--- src/design/lfsp_pkg.sv ---
// ----------------------------------------------------------------------------
// lfsp_pkg
// Shared constants and types for the line frame serial packer.
// ----------------------------------------------------------------------------
package lfsp_pkg;

   localparam int PIXELS = 1024;
   localparam int IDX_W  = (PIXELS > 2) ? $clog2(PIXELS) : 1;

   localparam logic [IDX_W-1:0] LAST_IDX = IDX_W'(PIXELS - 1);

   localparam logic [7:0]  SYNC_A         = 8'hAF;
   localparam logic [7:0]  SYNC_B         = 8'hA6;
   localparam logic [15:0] FRAME_LEN      = 16'(2 * PIXELS + 7);
   localparam logic [15:0] EXPOSURE_RESET = 16'd250;

   typedef struct packed {
      logic [15:0] pixel;
      logic [15:0] exposure;
      logic        first;
      logic        last;
   } entry_type;

endpackage

--- src/design/lfsp_if.sv ---
// ----------------------------------------------------------------------------
// lfsp channel interfaces
// Valid/ready channels for requests, response bytes and the exposure write.
// ----------------------------------------------------------------------------
interface lfsp_req_if;
   logic        valid;
   logic        ready;
   logic [15:0] pixel_sample;

   modport source (output valid, output pixel_sample, input ready);
   modport sink   (input valid, input pixel_sample, output ready);
   modport mon    (input valid, input pixel_sample, input ready);
endinterface

interface lfsp_rsp_if;
   logic       valid;
   logic       ready;
   logic [7:0] out_byte;
   logic       run_last;
   logic       frame_end;

   modport source (output valid, output out_byte, output run_last, output frame_end,
                   input ready);
   modport sink   (input valid, input out_byte, input run_last, input frame_end,
                   output ready);
   modport mon    (input valid, input out_byte, input run_last, input frame_end,
                   input ready);
endinterface

interface lfsp_csr_if;
   logic        valid;
   logic        ready;
   logic [15:0] exposure_us;

   modport source (output valid, output exposure_us, input ready);
   modport sink   (input valid, input exposure_us, output ready);
   modport mon    (input valid, input exposure_us, input ready);
endinterface

--- src/design/line_frame_serial_packer_unit.sv ---
// ----------------------------------------------------------------------------
// line_frame_serial_packer_unit
// Frames 16-bit pixel requests into a header, pixel and checksum byte stream.
// ----------------------------------------------------------------------------
// Path: a request passes the queue slot, the current-entry register and the
// single-byte output register. Throughput: one byte per cycle while ready
// is high; two bytes per pixel, eight on a frame's first, three on its last.
// Reset: synchronous; drops any partial frame and queued requests, restores
// exposure to 250 and restarts at the header.
// ----------------------------------------------------------------------------
module line_frame_serial_packer_unit
   import lfsp_pkg::*;
(
   input  logic       clock,
   input  logic       reset,
   lfsp_req_if.sink   req_ch,
   lfsp_csr_if.sink   csr_ch,
   lfsp_rsp_if.source rsp_ch
);

   entry_type push_data;
   entry_type pop_data;
   logic      q_push;
   logic      q_pop;
   logic      q_full;
   logic      q_not_empty;

   lfsp_front u_front (
      .clock  (clock),
      .reset  (reset),
      .req_ch (req_ch),
      .csr_ch (csr_ch),
      .q_full (q_full),
      .q_push (q_push),
      .q_data (push_data)
   );

   lfsp_queue u_queue (
      .clock     (clock),
      .reset     (reset),
      .push      (q_push),
      .push_data (push_data),
      .full      (q_full),
      .pop       (q_pop),
      .not_empty (q_not_empty),
      .pop_data  (pop_data)
   );

   lfsp_back u_back (
      .clock       (clock),
      .reset       (reset),
      .q_not_empty (q_not_empty),
      .q_data      (pop_data),
      .q_pop       (q_pop),
      .rsp_ch      (rsp_ch)
   );

endmodule

--- src/design/lfsp_front.sv ---
// ----------------------------------------------------------------------------
// lfsp_front
// Accept requests, tag first and last pixel of the frame, hold exposure.
// ----------------------------------------------------------------------------
module lfsp_front
   import lfsp_pkg::*;
(
   input  logic            clock,
   input  logic            reset,
   lfsp_req_if.sink        req_ch,
   lfsp_csr_if.sink        csr_ch,
   input  logic            q_full,
   output logic            q_push,
   output entry_type       q_data
);

   logic [IDX_W-1:0] index_ff, index_in;
   logic [15:0]      exposure_ff, exposure_in;
   logic             is_last;

   assign csr_ch.ready = 1'b1;
   assign req_ch.ready = !q_full;
   assign q_push       = req_ch.valid && !q_full;
   assign is_last      = (index_ff == LAST_IDX);

   assign q_data.pixel    = req_ch.pixel_sample;
   assign q_data.exposure = exposure_ff;
   assign q_data.first    = (index_ff == '0);
   assign q_data.last     = is_last;

   always_comb begin
      index_in    = index_ff;
      exposure_in = exposure_ff;
      if (q_push) begin
         index_in = is_last ? '0 : index_ff + 1'b1;
      end
      if (csr_ch.valid) begin
         exposure_in = csr_ch.exposure_us;
      end
   end

   always_ff @(posedge clock) begin
      if (reset) begin
         index_ff    <= '0;
         exposure_ff <= EXPOSURE_RESET;
      end else begin
         index_ff    <= index_in;
         exposure_ff <= exposure_in;
      end
   end

endmodule

--- src/design/lfsp_queue.sv ---
// ----------------------------------------------------------------------------
// lfsp_queue
// Two-entry queue between front and back.
// ----------------------------------------------------------------------------
module lfsp_queue
   import lfsp_pkg::*;
(
   input  logic      clock,
   input  logic      reset,
   input  logic      push,
   input  entry_type push_data,
   output logic      full,
   input  logic      pop,
   output logic      not_empty,
   output entry_type pop_data
);

   entry_type  slot_ff [2];
   logic       wr_ptr_ff, wr_ptr_in;
   logic       rd_ptr_ff, rd_ptr_in;
   logic [1:0] count_ff, count_in;

   assign full      = (count_ff == 2'd2);
   assign not_empty = (count_ff != 2'd0);
   assign pop_data  = slot_ff[rd_ptr_ff];

   always_comb begin
      wr_ptr_in = push ? !wr_ptr_ff : wr_ptr_ff;
      rd_ptr_in = pop  ? !rd_ptr_ff : rd_ptr_ff;
      count_in  = count_ff + {1'b0, push} - {1'b0, pop};
   end

   always_ff @(posedge clock) begin
      if (push) begin
         slot_ff[wr_ptr_ff] <= push_data;
      end
   end

   always_ff @(posedge clock) begin
      if (reset) begin
         wr_ptr_ff <= 1'b0;
         rd_ptr_ff <= 1'b0;
         count_ff  <= 2'd0;
      end else begin
         wr_ptr_ff <= wr_ptr_in;
         rd_ptr_ff <= rd_ptr_in;
         count_ff  <= count_in;
      end
   end

endmodule

--- src/design/lfsp_back.sv ---
// ----------------------------------------------------------------------------
// lfsp_back
// Step through header, pixel and checksum bytes into the output register.
// ----------------------------------------------------------------------------
module lfsp_back
   import lfsp_pkg::*;
(
   input  logic       clock,
   input  logic       reset,
   input  logic       q_not_empty,
   input  entry_type  q_data,
   output logic       q_pop,
   lfsp_rsp_if.source rsp_ch
);

   localparam logic [3:0] POS_SYNC_A = 4'd0;
   localparam logic [3:0] POS_SYNC_B = 4'd1;
   localparam logic [3:0] POS_LEN_LO = 4'd2;
   localparam logic [3:0] POS_LEN_HI = 4'd3;
   localparam logic [3:0] POS_EXP_LO = 4'd4;
   localparam logic [3:0] POS_EXP_HI = 4'd5;
   localparam logic [3:0] POS_PIX_LO = 4'd6;
   localparam logic [3:0] POS_PIX_HI = 4'd7;
   localparam logic [3:0] POS_SUM    = 4'd8;

   entry_type  cur_ff, cur_in;
   logic       busy_ff, busy_in;
   logic [3:0] pos_ff, pos_in;
   logic [7:0] sum_ff, sum_in;
   logic       out_valid_ff, out_valid_in;
   logic [7:0] out_byte_ff, out_byte_in;
   logic       run_last_ff, run_last_in;
   logic       frame_end_ff, frame_end_in;
   logic       advance;
   logic       item_done;
   logic [7:0] byte_sel;

   assign rsp_ch.valid     = out_valid_ff;
   assign rsp_ch.out_byte  = out_byte_ff;
   assign rsp_ch.run_last  = run_last_ff;
   assign rsp_ch.frame_end = frame_end_ff;

   assign advance   = busy_ff && (!out_valid_ff || rsp_ch.ready);
   assign item_done = advance &&
                      ((pos_ff == POS_PIX_HI && !cur_ff.last) || pos_ff == POS_SUM);
   assign q_pop     = q_not_empty && (!busy_ff || item_done);

   always_comb begin
      case (pos_ff)
         POS_SYNC_A: byte_sel = SYNC_A;
         POS_SYNC_B: byte_sel = SYNC_B;
         POS_LEN_LO: byte_sel = FRAME_LEN[7:0];
         POS_LEN_HI: byte_sel = FRAME_LEN[15:8];
         POS_EXP_LO: byte_sel = cur_ff.exposure[7:0];
         POS_EXP_HI: byte_sel = cur_ff.exposure[15:8];
         POS_PIX_LO: byte_sel = cur_ff.pixel[7:0];
         POS_PIX_HI: byte_sel = cur_ff.pixel[15:8];
         default:    byte_sel = sum_ff;
      endcase
   end

   always_comb begin
      cur_in       = cur_ff;
      busy_in      = busy_ff;
      pos_in       = pos_ff;
      sum_in       = sum_ff;
      out_valid_in = out_valid_ff && !rsp_ch.ready;
      out_byte_in  = out_byte_ff;
      run_last_in  = run_last_ff;
      frame_end_in = frame_end_ff;
      if (advance) begin
         out_valid_in = 1'b1;
         out_byte_in  = byte_sel;
         run_last_in  = item_done;
         frame_end_in = (pos_ff == POS_SUM);
         case (pos_ff)
            POS_SYNC_A: sum_in = byte_sel;
            POS_SUM:    sum_in = 8'd0;
            default:    sum_in = sum_ff + byte_sel;
         endcase
         pos_in = (pos_ff == POS_PIX_HI) ? POS_SUM : pos_ff + 4'd1;
      end
      if (item_done) begin
         busy_in = 1'b0;
      end
      if (q_pop) begin
         cur_in  = q_data;
         busy_in = 1'b1;
         pos_in  = q_data.first ? POS_SYNC_A : POS_PIX_LO;
      end
   end

   always_ff @(posedge clock) begin
      cur_ff      <= cur_in;
      out_byte_ff <= out_byte_in;
   end

   always_ff @(posedge clock) begin
      if (reset) begin
         busy_ff      <= 1'b0;
         pos_ff       <= POS_SYNC_A;
         sum_ff       <= 8'd0;
         out_valid_ff <= 1'b0;
         run_last_ff  <= 1'b0;
         frame_end_ff <= 1'b0;
      end else begin
         busy_ff      <= busy_in;
         pos_ff       <= pos_in;
         sum_ff       <= sum_in;
         out_valid_ff <= out_valid_in;
         run_last_ff  <= run_last_in;
         frame_end_ff <= frame_end_in;
      end
   end

endmodule

--- src/flat_wrapper.sv ---
// flat-port wrapper written by rule: the top's interface ports become plain ports
module line_frame_serial_packer_unit_flat import lfsp_pkg::*;
  (clock, reset, req_ch_valid, req_ch_pixel_sample, req_ch_ready, csr_ch_valid, csr_ch_exposure_us, csr_ch_ready, rsp_ch_valid, rsp_ch_out_byte, rsp_ch_run_last, rsp_ch_frame_end, rsp_ch_ready);
  lfsp_req_if req_ch_i ();
  lfsp_csr_if csr_ch_i ();
  lfsp_rsp_if rsp_ch_i ();
  input  logic clock;
  input  logic reset;
  input wire logic [$bits(req_ch_i.valid)-1:0] req_ch_valid;
  input wire logic [$bits(req_ch_i.pixel_sample)-1:0] req_ch_pixel_sample;
  output wire logic [$bits(req_ch_i.ready)-1:0] req_ch_ready;
  input wire logic [$bits(csr_ch_i.valid)-1:0] csr_ch_valid;
  input wire logic [$bits(csr_ch_i.exposure_us)-1:0] csr_ch_exposure_us;
  output wire logic [$bits(csr_ch_i.ready)-1:0] csr_ch_ready;
  output wire logic [$bits(rsp_ch_i.valid)-1:0] rsp_ch_valid;
  output wire logic [$bits(rsp_ch_i.out_byte)-1:0] rsp_ch_out_byte;
  output wire logic [$bits(rsp_ch_i.run_last)-1:0] rsp_ch_run_last;
  output wire logic [$bits(rsp_ch_i.frame_end)-1:0] rsp_ch_frame_end;
  input wire logic [$bits(rsp_ch_i.ready)-1:0] rsp_ch_ready;
  assign req_ch_i.valid = req_ch_valid;
  assign req_ch_i.pixel_sample = req_ch_pixel_sample;
  assign req_ch_ready = req_ch_i.ready;
  assign csr_ch_i.valid = csr_ch_valid;
  assign csr_ch_i.exposure_us = csr_ch_exposure_us;
  assign csr_ch_ready = csr_ch_i.ready;
  assign rsp_ch_valid = rsp_ch_i.valid;
  assign rsp_ch_out_byte = rsp_ch_i.out_byte;
  assign rsp_ch_run_last = rsp_ch_i.run_last;
  assign rsp_ch_frame_end = rsp_ch_i.frame_end;
  assign rsp_ch_i.ready = rsp_ch_ready;
  line_frame_serial_packer_unit u_core (.clock(clock), .reset(reset), .req_ch(req_ch_i), .csr_ch(csr_ch_i), .rsp_ch(rsp_ch_i));
endmodule
--- config.mk ---
export PLATFORM = sky130hd
export DESIGN_NAME = line_frame_serial_packer_unit_flat
export DESIGN_NICKNAME = d
export VERILOG_FILES = /design/src/design/lfsp_pkg.sv /design/src/design/lfsp_if.sv /design/src/design/line_frame_serial_packer_unit.sv /design/src/design/lfsp_front.sv /design/src/design/lfsp_queue.sv /design/src/design/lfsp_back.sv /design/src/flat_wrapper.sv
export SDC_FILE = /design/constraint.sdc
export NUM_CORES = 1
export LEC_CHECK = 0
export ABC_AREA = 1
export BUFFER_PORTS_ARGS = -buffer_cell sky130_fd_sc_hd__buf_2
export CAP_MARGIN = 20
export CORE_AREA = 2 2 107 109
export CTS_BUF_LIST = sky130_fd_sc_hd__clkbuf_4 sky130_fd_sc_hd__clkbuf_8
export DETAILED_ROUTE_END_ITERATION = 10
export DIE_AREA = 0 0 109 111
export PLACE_DENSITY_LB_ADDON = 0.25
export SETUP_SLACK_MARGIN = 0.1
export SLEW_MARGIN = 20
export SYNTH_ARGS = -nofsm -noshare
export SYNTH_HDL_FRONTEND = slang
export SYNTH_SLANG_ARGS = --single-unit
--- constraint.sdc ---
create_clock -name clock -period 6.91 [get_ports clock]
set_input_delay 1.7275 -clock clock [delete_from_list [all_inputs] [get_ports clock]]
set_output_delay 1.7275 -clock clock [all_outputs]
set_load 0.01 [all_outputs]
==> results of run 1 <==
## state kept, by name (all words and copies together), names as in the netlist, 2 cells and up, named ones only
signal	flops
u_core.u_queue.count_ff	2
u_core.u_queue.slot_ff	68
u_core.u_back.cur_ff	33
u_core.u_back.sum_ff	8
u_core.u_front.exposure_ff	16
u_core.u_front.index_ff	10
u_core.u_back.pos_ff	4
u_core.u_back.rsp_ch.out_byte	8
## cell usage after synthesis, drive strengths merged
cell,instances,area share
a211oi,2,0.0023
a21oi,23,0.019
a221oi,6,0.0082
a22o,1,0.0014
a31oi,1,0.00098
a32o,3,0.0047
buf,7,0.0070
clkbuf,9,0.0053
clkinv,1,0.00058
conb,1,0.00058
dfxtp,47,0.15
edfxtp,109,0.51
fa,1,0.0031
ha,15,0.029
inv,52,0.031
mux2,33,0.058
mux2i,1,0.0016
nand2,75,0.048
nand3,30,0.025
nand4,6,0.0059
nor2,48,0.030
nor3,9,0.0088
nor3b,2,0.0023
nor4,2,0.0020
o211ai,6,0.0070
o21ai,35,0.029
o21bai,1,0.0012
o221ai,1,0.0014
or2,2,0.0023
xnor2,2,0.0027
xor2,3,0.0041
## how the worst min path moves through the flow
stage	from	endpoint
finish	u_core.u_front.exposure_ff[10]	u_core.u_queue.slot_ff[0][12]
global route	u_core.u_front.exposure_ff[10]	u_core.u_queue.slot_ff[1][12]
CTS	u_core.u_front.exposure_ff[12]	u_core.u_queue.slot_ff[0][14]
detailed placement	u_core.u_front.exposure_ff[15]	u_core.u_queue.slot_ff[0][17]
global placement	u_core.u_front.exposure_ff[12]	u_core.u_queue.slot_ff[0][14]
floorplan	u_core.u_front.exposure_ff[8]	u_core.u_queue.slot_ff[0][10]
## layer usage
metal | vias up | wire length [um]
met1 | 1940 | 5010
met5 | - | 0
li1 | 1993 | -
met2 | 82 | 5680
met3 | 21 | 428
met4 | 0 | 327
## stage by stage
step	hold slack, ps	std cells
3_5_place_dp	435	712
2_1_floorplan	420	534
5_1_grt	470	744
3_3_place_gp	433	712
4_1_cts	459	744
6_report	455	744
## final cells by class
type / count / share of cell area
well taps: 143 / 0.0249
flip-flops and latches: 156 / 0.585
inverters: 53 / 0.0283
multi-input cells: 309 / 0.267
clock buffers: 19 / 0.0355
repair buffers: 51 / 0.0365
clock inverters: 13 / 0.0229
## power by group
group	total [uW]	internal (uW)	switching (uW)
Sequential	1390	1300	91.5
Combinational	952	348	604
Clock	702	373	329
## cells in the final DEF, fill, tap and decap left out, types with 2 or more instances in the layout
master / n
sky130_fd_sc_hd__a221oi_1: 6
sky130_fd_sc_hd__nor3_1: 8
sky130_fd_sc_hd__nand2_1: 67
sky130_fd_sc_hd__nand2_2: 7
sky130_fd_sc_hd__o21ai_2: 3
sky130_fd_sc_hd__mux2_2: 33
sky130_fd_sc_hd__bufinv_16: 3
sky130_fd_sc_hd__clkbuf_8: 18
sky130_fd_sc_hd__dfxtp_1: 47
sky130_fd_sc_hd__inv_4: 4
sky130_fd_sc_hd__xor2_1: 3
sky130_fd_sc_hd__buf_2: 48
sky130_fd_sc_hd__nand3_2: 2
sky130_fd_sc_hd__a21oi_1: 22
sky130_fd_sc_hd__buf_4: 3
sky130_fd_sc_hd__xnor2_1: 2
sky130_fd_sc_hd__edfxtp_1: 109
sky130_fd_sc_hd__o21ai_1: 5
sky130_fd_sc_hd__nand3_1: 28
sky130_fd_sc_hd__nor4_1: 2
sky130_fd_sc_hd__inv_2: 4
sky130_fd_sc_hd__o211ai_1: 6
sky130_fd_sc_hd__clkinv_4: 5
sky130_fd_sc_hd__nor3b_1: 2
sky130_fd_sc_hd__a211oi_1: 2
sky130_fd_sc_hd__nor2_1: 42
sky130_fd_sc_hd__clkinv_2: 2
sky130_fd_sc_hd__ha_1: 15
sky130_fd_sc_hd__nor2_2: 5
sky130_fd_sc_hd__nand4_1: 6
sky130_fd_sc_hd__inv_1: 46
sky130_fd_sc_hd__a32o_1: 3
sky130_fd_sc_hd__o21ai_0: 27
## worst max-delay path: stages
cell,delay [ps]
sky130_fd_sc_hd__buf_2,80
sky130_fd_sc_hd__inv_1,30
sky130_fd_sc_hd__nand2_1,90
sky130_fd_sc_hd__nand2_1,210
sky130_fd_sc_hd__inv_1,700
sky130_fd_sc_hd__o21ai_2,150
sky130_fd_sc_hd__nand2_2,110
sky130_fd_sc_hd__nand2_2,100
sky130_fd_sc_hd__inv_4,380
sky130_fd_sc_hd__ha_1,320
sky130_fd_sc_hd__inv_1,60
sky130_fd_sc_hd__ha_1,150
sky130_fd_sc_hd__xor2_1,190
sky130_fd_sc_hd__o21ai_0,100
sky130_fd_sc_hd__a21oi_1,170
## cell families after synthesis
family / Yosys count / synth area share
other cells: 1 / 0.000585
buf+inv: 69 / 0.0441
mux: 34 / 0.0595
simple gates: 174 / 0.125
fa+ha+maj: 16 / 0.0324
xor+xnor: 5 / 0.00683
compound gates: 79 / 0.0747
flops: 156 / 0.657
==> run metrics, run 1 <==
register-to-register setup slack=around 3800 ps; measured slew at the worst slew-check pin=a little over 900 ps; Layout Skew=11.9 ps; area of combinational cells with multiple inputs=1920 sq um; Hold Crit Depth=0; power density of the placed cells=422 nW/um^2; post-layout power=between 3000 and 4000 uW; total setup violations reported at the end of the flow=0; sequential area share after synthesis=0.657; GR peak layer=met2; total overflow reported by the global router=0; via count of the first global-routing pass=4011; worst skew pair latency=around 440 ps; number of synthesis warnings=0; clock buffers created by TritonCTS=17; fraction of met3 tracks used by global routing=0.0523; unrepaired setup endpoints after global routing=no; DRC marker count from the first detailed-route iteration=281; R2R cell count=18; # resized after CTS=0; half-perimeter wire length after placement=around 7800 um; register cell area after layout=4210 sq um; maximum vdd drop=between 0.2 and 0.25 mV; Global Route Usage Sum=0.205; number of hold buffers added after CTS=0; synth unique cells=46; row count=39; # H-tree levels=4; wire length of the first global-routing pass=approximately 19000 um; flip-flop and latch count after synthesis=156; met2 GRT Util=0.324; chip width=109 um; post-route setup slack=2730 ps; number of buffers added for setup after CTS=0; destination of the worst register-to-register timing path=u_core.u_back.sum_ff[6]; number of filler instances in the final layout=about 870; final critical path time including I/O delays and setup=between 4000 and 5000 ps; startpoint of the worst register-to-register path=u_core.u_back.pos_ff[2]; static leakage power=0.00282 uW; synthesized netlist net count=587; number of max-cap violations=0; antenna cells=0; Final ANT Viol Nets=0; final-report hold violation count=0; antenna violations before repair=0; kind of path behind the tightest hold check=flip-flop to flip-flop; CP Capture Type=flip-flop; iteration count of the initial detailed-routing pass=5; Mapped Cells=534; area growth from synthesis to layout=12.3%; final sum of negative setup slack=0 ps; largest fanout on the critical path=41; routability congestion estimate=about 0.89; number of clock sinks=156; Placement Cell Area=between 6000 and 7000 sq um; final design utilization=0.650; Worst Setup EP=u_core.u_queue.count_ff[1]; I/O Buffers=48; number of max-slew violations in the final report=0; worst-case clock buffer depth=2; critical path arrival=4550 ps; outcome=finished clean; DR WL/cell=about 15 um; CTS tree=built; number of vias after detailed routing=4036; area of the die=12100 sq um; ratio of cells with drive above 1 in the final layout=0.241; clock edge transition at the registers on the reported setup and hold paths=80 ps; worst slew margin relative to its limit=0.380; met1 track demand over resource in global routing=0.262; pin count of the biggest net entering global routing=42; boundary pin count=50; crit share post-route=0.605; maximum frequency from static timing analysis=239 MHz; critical path start-end classification=input pin to flip-flop; total core area=11100 sq um; Post-Place Worst Slack=2270 ps; DRC violation count after routing=0; Post-Layout Inst Area=7200 sq um; average via count per standard cell=5.42; WL final=11400 um; cell area after synthesis=6410 sq um; Avg Synthesized Cell Area=12.0 sq um; Chip Height=111 um; nets=641; launching element of the worst setup path=rsp_ch_ready; data required time at the worst endpoint=7280 ps; clock tree root driver cell=sky130_fd_sc_hd__clkbuf_8; initial core utilization=0.579; Worst Setup Start Kind=input pin
Power figures use the tool's default switching activity.
==> run 2: changes to the inputs <==
- CORE_AREA: 2 2 107 109 -> 2 2 110 112
- DIE_AREA: 0 0 109 111 -> 0 0 112 114
- clock period: 6.91 -> 3.75 ns (I/O delays scaled with it)
==> run 2 against run 1 <==
Against the previous run:
- critical path depth rose by 5
- die area rose by 5.5%
- largest cell class unchanged
- non-clock buffer count rose by 4
- sequential share of layout area fell by 0.11 points
- critical endpoint is now u_core.u_back.sum_ff[6]
- critical path type is now flip-flop to flip-flop
==> run metrics, run 2 (synthesis gave the netlist of run 1 again) <==
outcome=finished clean; critical path arrival=3520 ps (-1030 ps); NetSw=1870 uW (+82%); antenna violations before repair=0 (unchanged); worst skew pair latency=440 ps (about the same); Chip Height=114 um (+2.7%); number of clock sinks=156 (unchanged); number of max-slew violations in the final report=0 (unchanged); area growth from synthesis to layout=12.5%; chip width=112 um (+2.8%); Layout Skew=14.8 ps (+2.95 ps); iteration count of the initial detailed-routing pass=4 (-1); internal portion of total power=3730 uW (+85%); Final ANT Viol Nets=0 (unchanged); final-report hold violation count=0 (unchanged); antenna cells=0 (unchanged); maximum frequency from static timing analysis=318 MHz; total overflow reported by the global router=0 (unchanged); launching element of the worst setup path=u_core.u_back.pos_ff[2]; half-perimeter wire length after placement=8060 um (+3.0%); leading cell types in the layout, fill and taps excluded=sky130_fd_sc_hd__edfxtp_1, sky130_fd_sc_hd__nand2_1, sky130_fd_sc_hd__buf_2, sky130_fd_sc_hd__dfxtp_1, sky130_fd_sc_hd__inv_1; boundary pin count=50 (unchanged); CTS tree=built; I/O Buffers=48 (unchanged); via count of the first global-routing pass=3972 (-0.97%); destination of the worst register-to-register timing path=u_core.u_back.sum_ff[6]; data required time at the worst endpoint=4130 ps (-3150 ps); most common library cell in the layout ignoring fill and taps=sky130_fd_sc_hd__edfxtp_1; Worst Setup EP=u_core.u_back.sum_ff[6]; number of vias after detailed routing=4036 (unchanged); Sw Ratio=0.334 (-0.00288); worst-case clock buffer depth=2 (unchanged); largest fanout on the critical path=12 (-71%); kind of path behind the tightest hold check=flip-flop to flip-flop; unrepaired setup endpoints after global routing=no; routability congestion estimate=0.904 (+1.3%); power share of the sequential group=0.462 (+0.006); Global Route Usage Sum=0.198 (-0.00723); row count=40 (+2.6%); number of max-cap violations=0 (unchanged); DRC violation count after routing=0 (unchanged); pin count of the biggest net entering global routing=41 (-2.4%); ratio of cells with drive above 1 in the final layout=0.245 (+0.00336); wire length of the first global-routing pass=19200 um (+2.0%); final critical path time including I/O delays and setup=3150 ps; top flop regs=u_core.u_queue.slot_ff: 68 flops, u_core.u_back.cur_ff: 33 flops, u_core.u_front.exposure_ff: 16 flops; max FFs per register=68 (unchanged); # resized after CTS=0 (unchanged); DRC marker count from the first detailed-route iteration=265 (-5.7%); total core area=11700 sq um (+5.7%); WL final=11900 um (+3.9%); final sum of negative setup slack=0 ps (unchanged); number of buffers added for setup after CTS=0 (unchanged); clock tree root driver cell=sky130_fd_sc_hd__clkbuf_8; post-layout power=5590 uW (+84%); register-to-register setup slack=600 ps (-3170 ps); power density of the placed cells=776 nW/um^2 (+84%); CP Capture Type=flip-flop; area of the die=12800 sq um (+5.5%); total setup violations reported at the end of the flow=0 (unchanged); final design utilization=0.616 (-0.0340); part of the total power dissipated in combinational logic=0.317 (+0.004); initial core utilization=0.547 (-0.0314); # H-tree levels=4 (unchanged); Most flops, register=u_core.u_queue.slot_ff; maximum vdd drop=0.503 mV (+110%); critical path start-end classification=flip-flop to flip-flop; crit share post-route=0.839; R2R cell count=20 (+2); measured slew at the worst slew-check pin=660 ps (-268 ps); DR WL/cell=15.8 um (+2.8%); number of hold buffers added after CTS=0 (unchanged); clock network fraction of total power=0.221 (-0.010); static leakage power=0.00284 uW (+0.54%); clock buffers created by TritonCTS=17 (unchanged); nets=645 (+0.62%); startpoint of the worst register-to-register path=u_core.u_back.pos_ff[2]; number of filler instances in the final layout=941 (+8.4%); clock edge transition at the registers on the reported setup and hold paths=80 ps (about the same); average via count per standard cell=5.37 (-1.1%); worst slew margin relative to its limit=0.555 (+0.175); Worst Setup Start Kind=flip-flop
==> run 2: cell types whose count changed in the layout (fill, tap and decap cells not counted) <==
| cell | delta |
|---|---|
| sky130_fd_sc_hd__clkinv_4 | -5 |
| sky130_fd_sc_hd__buf_4 | +4 |
| sky130_fd_sc_hd__clkbuf_4 | +4 |
| sky130_fd_sc_hd__clkbuf_8 | +2 |
| sky130_fd_sc_hd__bufinv_16 | -1 |
| sky130_fd_sc_hd__clkinv_1 | +1 |
| sky130_fd_sc_hd__inv_6 | -1 |
==> run 2: worst min-delay path by stage <==
| stage | cells after the start | slack, ps | start | to |
|---|---|---|---|---|
| finish | 0 | 450 | u_core.u_front.exposure_ff[15] | u_core.u_queue.slot_ff[0][17] |
| global route | 0 | 470 | u_core.u_front.exposure_ff[13] | u_core.u_queue.slot_ff[1][15] |
| CTS | 0 | 450 | u_core.u_front.exposure_ff[9] | u_core.u_queue.slot_ff[0][11] |
| detailed placement | 0 | 440 | u_core.u_front.exposure_ff[9] | u_core.u_queue.slot_ff[0][11] |
| global placement | 0 | 430 | u_core.u_front.exposure_ff[13] | u_core.u_queue.slot_ff[0][15] |
| floorplan | 0 | 420 | u_core.u_front.exposure_ff[8] | u_core.u_queue.slot_ff[0][10] |
==> run 2: cell type report <==
cell class	instances	area, sq um	area share
Inverter	53	204	0.0283
Clock inverter	7	86.3	0.0120
Multi-Input combinational cell	309	1920	0.266
Timing Repair Buffer	55	293	0.0406
Clock buffer	25	313	0.0434
Sequential cell	156	4210	0.584
Tap cell	147	184	0.0255
==> run 2: critical path, stage by stage, from the launching register on <==
cell                       delay (ps)
sky130_fd_sc_hd__dfxtp_1          650
sky130_fd_sc_hd__nand2_1          150
sky130_fd_sc_hd__nor2_2           360
sky130_fd_sc_hd__nand2_1           90
sky130_fd_sc_hd__nand2_1           80
sky130_fd_sc_hd__a221oi_1          50
sky130_fd_sc_hd__nand4_1          110
sky130_fd_sc_hd__o21ai_1           60
sky130_fd_sc_hd__inv_1             70
sky130_fd_sc_hd__ha_1             160
sky130_fd_sc_hd__inv_1             50
sky130_fd_sc_hd__fa_1             400
sky130_fd_sc_hd__inv_1             70
sky130_fd_sc_hd__nand3_1           60
sky130_fd_sc_hd__nand2_1          120
sky130_fd_sc_hd__nand2_1           70
sky130_fd_sc_hd__nand2_1           60
sky130_fd_sc_hd__a21oi_1           80
sky130_fd_sc_hd__xnor2_1          180
sky130_fd_sc_hd__nand2_1           80
sky130_fd_sc_hd__a21oi_1          120
==> run 2: power by group through the flow <==
stage               registers [uW]  clock network [uW]  logic [uW]
floorplan                     2560                   0        1340
global placement              2610                   0        1720
detailed placement            2620                   0        1770
CTS                           2590                1260        1780
global route                  2620                1340        1990
finish                        2580                1240        1770
==> run 2: layer usage <==
metal  part of all wire  track usage  vias to the layer above
met3              0.042       0.0510                       12
met4             0.0098       0.0707                        0
met5                  0            0                        -
li1                   -            -                     2005
met2               0.51        0.336                       86
met1               0.44        0.249                     1933
==> run 2: per-stage QoR <==
stage	cell area, sq um	std cells	worst slack (ps)	hold WS (ps)
detailed placement	6810	720	672	437
CTS	7210	752	668	455
floorplan	6410	534	804	420
finish	7210	752	605	454
global placement	6810	720	826	431
global route	7210	752	265	467
==> run 3: changes to the inputs <==
- CORE_AREA: 2 2 110 112 -> 2 2 107 109
- DIE_AREA: 0 0 112 114 -> 0 0 109 111
- clock period: 3.75 -> 3.2 ns (I/O delays scaled with it)
==> run 3 against run 2 <==
Against the previous run:
- non-clock buffer count is 5 higher
- routed wire length is essentially flat
- maximum frequency grew 12%
- via count up 1.7%
- utilization increased by 4.3 points
- die area decreased by 5.2%
- global-route usage up 1.8 points
- hold slack improved by 1.3 ps
- combinational power is 19% higher
- clock power grew 15%
- largest power group unchanged
==> run metrics, run 3 (synthesis gave the netlist of run 1 again) <==
wire length of the first global-routing pass=19700 um (+2.4%); worst slew margin relative to its limit=0.591 (+0.0360); maximum frequency from static timing analysis=355 MHz (+12%); nets=651 (+0.93%); maximum single-stage delay on the critical path=370 ps (-280 ps); kind of path behind the tightest hold check=flip-flop to flip-flop; via count of the first global-routing pass=4122 (+3.8%); WL final=11900 um (about the same); antenna cells=0 (unchanged); ratio of cells with drive above 1 in the final layout=0.275 (+0.0303); Most flops, register=u_core.u_queue.slot_ff; largest fanout on the critical path=5 (-7); maximum vdd drop=0.482 mV (-4.2%); critical path arrival=3190 ps (-330 ps); max FFs per register=68 (unchanged); number of hold buffers added after CTS=0 (unchanged); outcome=finished clean; antenna violations before repair=0 (unchanged); number of clock sinks=156 (unchanged); half-perimeter wire length after placement=8040 um (-0.19%); total core area=11100 sq um (-5.4%); Final ANT Viol Nets=0 (unchanged); chip width=109 um (-2.7%); final sum of negative setup slack=0 ps (unchanged); I/O Buffers=48 (unchanged); register-to-register setup slack=380 ps (-220 ps); most used cell, CP=sky130_fd_sc_hd__nand2_1; unrepaired setup endpoints after global routing=no; worst-case clock buffer depth=2 (unchanged); Worst Setup Start Kind=flip-flop; boundary pin count=50 (unchanged); power density of the placed cells=902 nW/um^2 (+16%); Chip Height=111 um (-2.6%); number of max-cap violations=0 (unchanged); Global Route Usage Sum=0.216 (+0.0185); crit share post-route=0.880 (+0.0417); CTS tree=built; final-report hold violation count=0 (unchanged); routability congestion estimate=0.922 (+2.1%); clock buffers created by TritonCTS=17 (unchanged); final non-filler cell total=754 (+0.27%); critical path start-end classification=flip-flop to flip-flop; top flop regs=u_core.u_queue.slot_ff: 68 flops, u_core.u_back.cur_ff: 33 flops, u_core.u_front.exposure_ff: 16 flops; DRC marker count from the first detailed-route iteration=239 (-9.8%); number of filler instances in the final layout=844 (-10%); cell breakdown of the critical path=ha_1, nand2_2, nor2_4, buf_4, a32o_1, nor2_1, nand4_1, o21ai_0, inv_1, ha_1, a21oi_1, nand2_1, nand2_1, nand2_1, a21oi_1, xnor2_1, nand2_1, a21oi_1; initial core utilization=0.579 (+0.0314); static leakage power=0.00286 uW (+0.60%); most common library cell in the layout ignoring fill and taps=sky130_fd_sc_hd__edfxtp_1; clock edge transition at the registers on the reported setup and hold paths=80 ps (about the same); total overflow reported by the global router=0 (unchanged); final critical path time including I/O delays and setup=2820 ps (-328 ps); row count=39 (-2.5%); measured slew at the worst slew-check pin=607 ps (-53.5 ps); CP Capture Type=flip-flop; # H-tree levels=4 (unchanged); iteration count of the initial detailed-routing pass=7 (+3); data required time at the worst endpoint=3580 ps (-550 ps); total setup violations reported at the end of the flow=0 (unchanged); placed instance count=719 (-0.14%); Layout Skew=12.9 ps (-1.96 ps); DRC violation count after routing=0 (unchanged); average via count per standard cell=5.44 (+1.4%); pin count of the biggest net entering global routing=41 (unchanged); clock tree root driver cell=sky130_fd_sc_hd__clkbuf_8; number of vias after detailed routing=4103 (+1.7%); number of max-slew violations in the final report=0 (unchanged); area growth from synthesis to layout=13.9%; area of the die=12100 sq um (-5.2%); Worst path slowest cell=sky130_fd_sc_hd__dfxtp_4; leading cell types in the layout, fill and taps excluded=sky130_fd_sc_hd__edfxtp_1, sky130_fd_sc_hd__nand2_1, sky130_fd_sc_hd__buf_2, sky130_fd_sc_hd__inv_1, sky130_fd_sc_hd__dfxtp_1; worst skew pair latency=440 ps (about the same); DR WL/cell=15.8 um (-0.19%)
-- run 3: cell count changes in the layout (fill, tap and decap cells not counted), moves of 3 or more --
cell and delta:
sky130_fd_sc_hd__buf_4 +5, sky130_fd_sc_hd__clkbuf_4 -4, sky130_fd_sc_hd__clkinv_4 +5, sky130_fd_sc_hd__dfxtp_1 -4
sky130_fd_sc_hd__dfxtp_2 +3
-- run 3: through the flow --
step | cell area (sq um) | hold WS, ps | util | setup WS (ps) | power (uW)
3_3_place_gp | 6830 | 430 | 0.617 | 334 | 5080
6_report | 7300 | 456 | 0.659 | 383 | 6580
3_5_place_dp | 6830 | 434 | 0.617 | 195 | 5140
2_1_floorplan | 6410 | 420 | - | 391 | 4570
4_1_cts | 7230 | 455 | 0.653 | 177 | 6580
5_1_grt | 7300 | 462 | 0.659 | 106 | 7050
-- run 3: final cells by class --
| cell class | instances | area [sq um] | share of cell area |
|---|---|---|---|
| clock inverters | 13 | 141 | 0.0194 |
| well taps | 143 | 179 | 0.0245 |
| multi-input cells | 310 | 1970 | 0.270 |
| flip-flops and latches | 156 | 4220 | 0.578 |
| clock buffers | 19 | 255 | 0.0350 |
| inverters | 53 | 204 | 0.0279 |
| repair buffers | 60 | 330 | 0.0453 |
-- run 3: where the power goes --
group          leakage, uW  total [uW]  switching (uW)  internal [uW]
Combinational      0.00125        2110            1310            802
Sequential         0.00141        3040             233           2800
Clock             0.000199        1430             707            726
Total              0.00286        6580            2250           4330
-- run 3: final timing paths --
path	from	end	cells past startpoint
max	u_core.u_back.pos_ff[1]	u_core.u_back.sum_ff[6]	18
min	u_core.u_front.exposure_ff[0]	u_core.u_queue.slot_ff[0][2]	0
min reg2reg	u_core.u_front.exposure_ff[0]	u_core.u_queue.slot_ff[0][2]	0
max reg2reg	u_core.u_back.pos_ff[1]	u_core.u_back.sum_ff[6]	18
-- run 3: critical path: cells and delay by family (launching register included) --
family | cells | cell delay (ps)
AO/OA/AOI/OAI | 5 | 760
AND/OR/NAND/NOR | 8 | 690
adder cells (fa/ha/maj) | 2 | 590
flip-flops | 1 | 370
buffers and inverters | 2 | 210
XOR/XNOR | 1 | 130
-- run 3: metal layers --
metal | vias up | global-route usage | routed length (um)
li1 | 2016 | - | -
met1 | 1961 | 0.279 | 5210
met2 | 112 | 0.347 | 6010
met3 | 14 | 0.0523 | 500
met4 | 0 | 0.0940 | 182
met5 | - | 0 | 0
-- run 3: repair_timing --
action / 4_1_cts / 5_1_grt
resized for setup: 0 / 18
endpoints found under the hold margin: 0 / 0
endpoints found under the setup margin: 0 / 7
setup buffers: 0 / 2
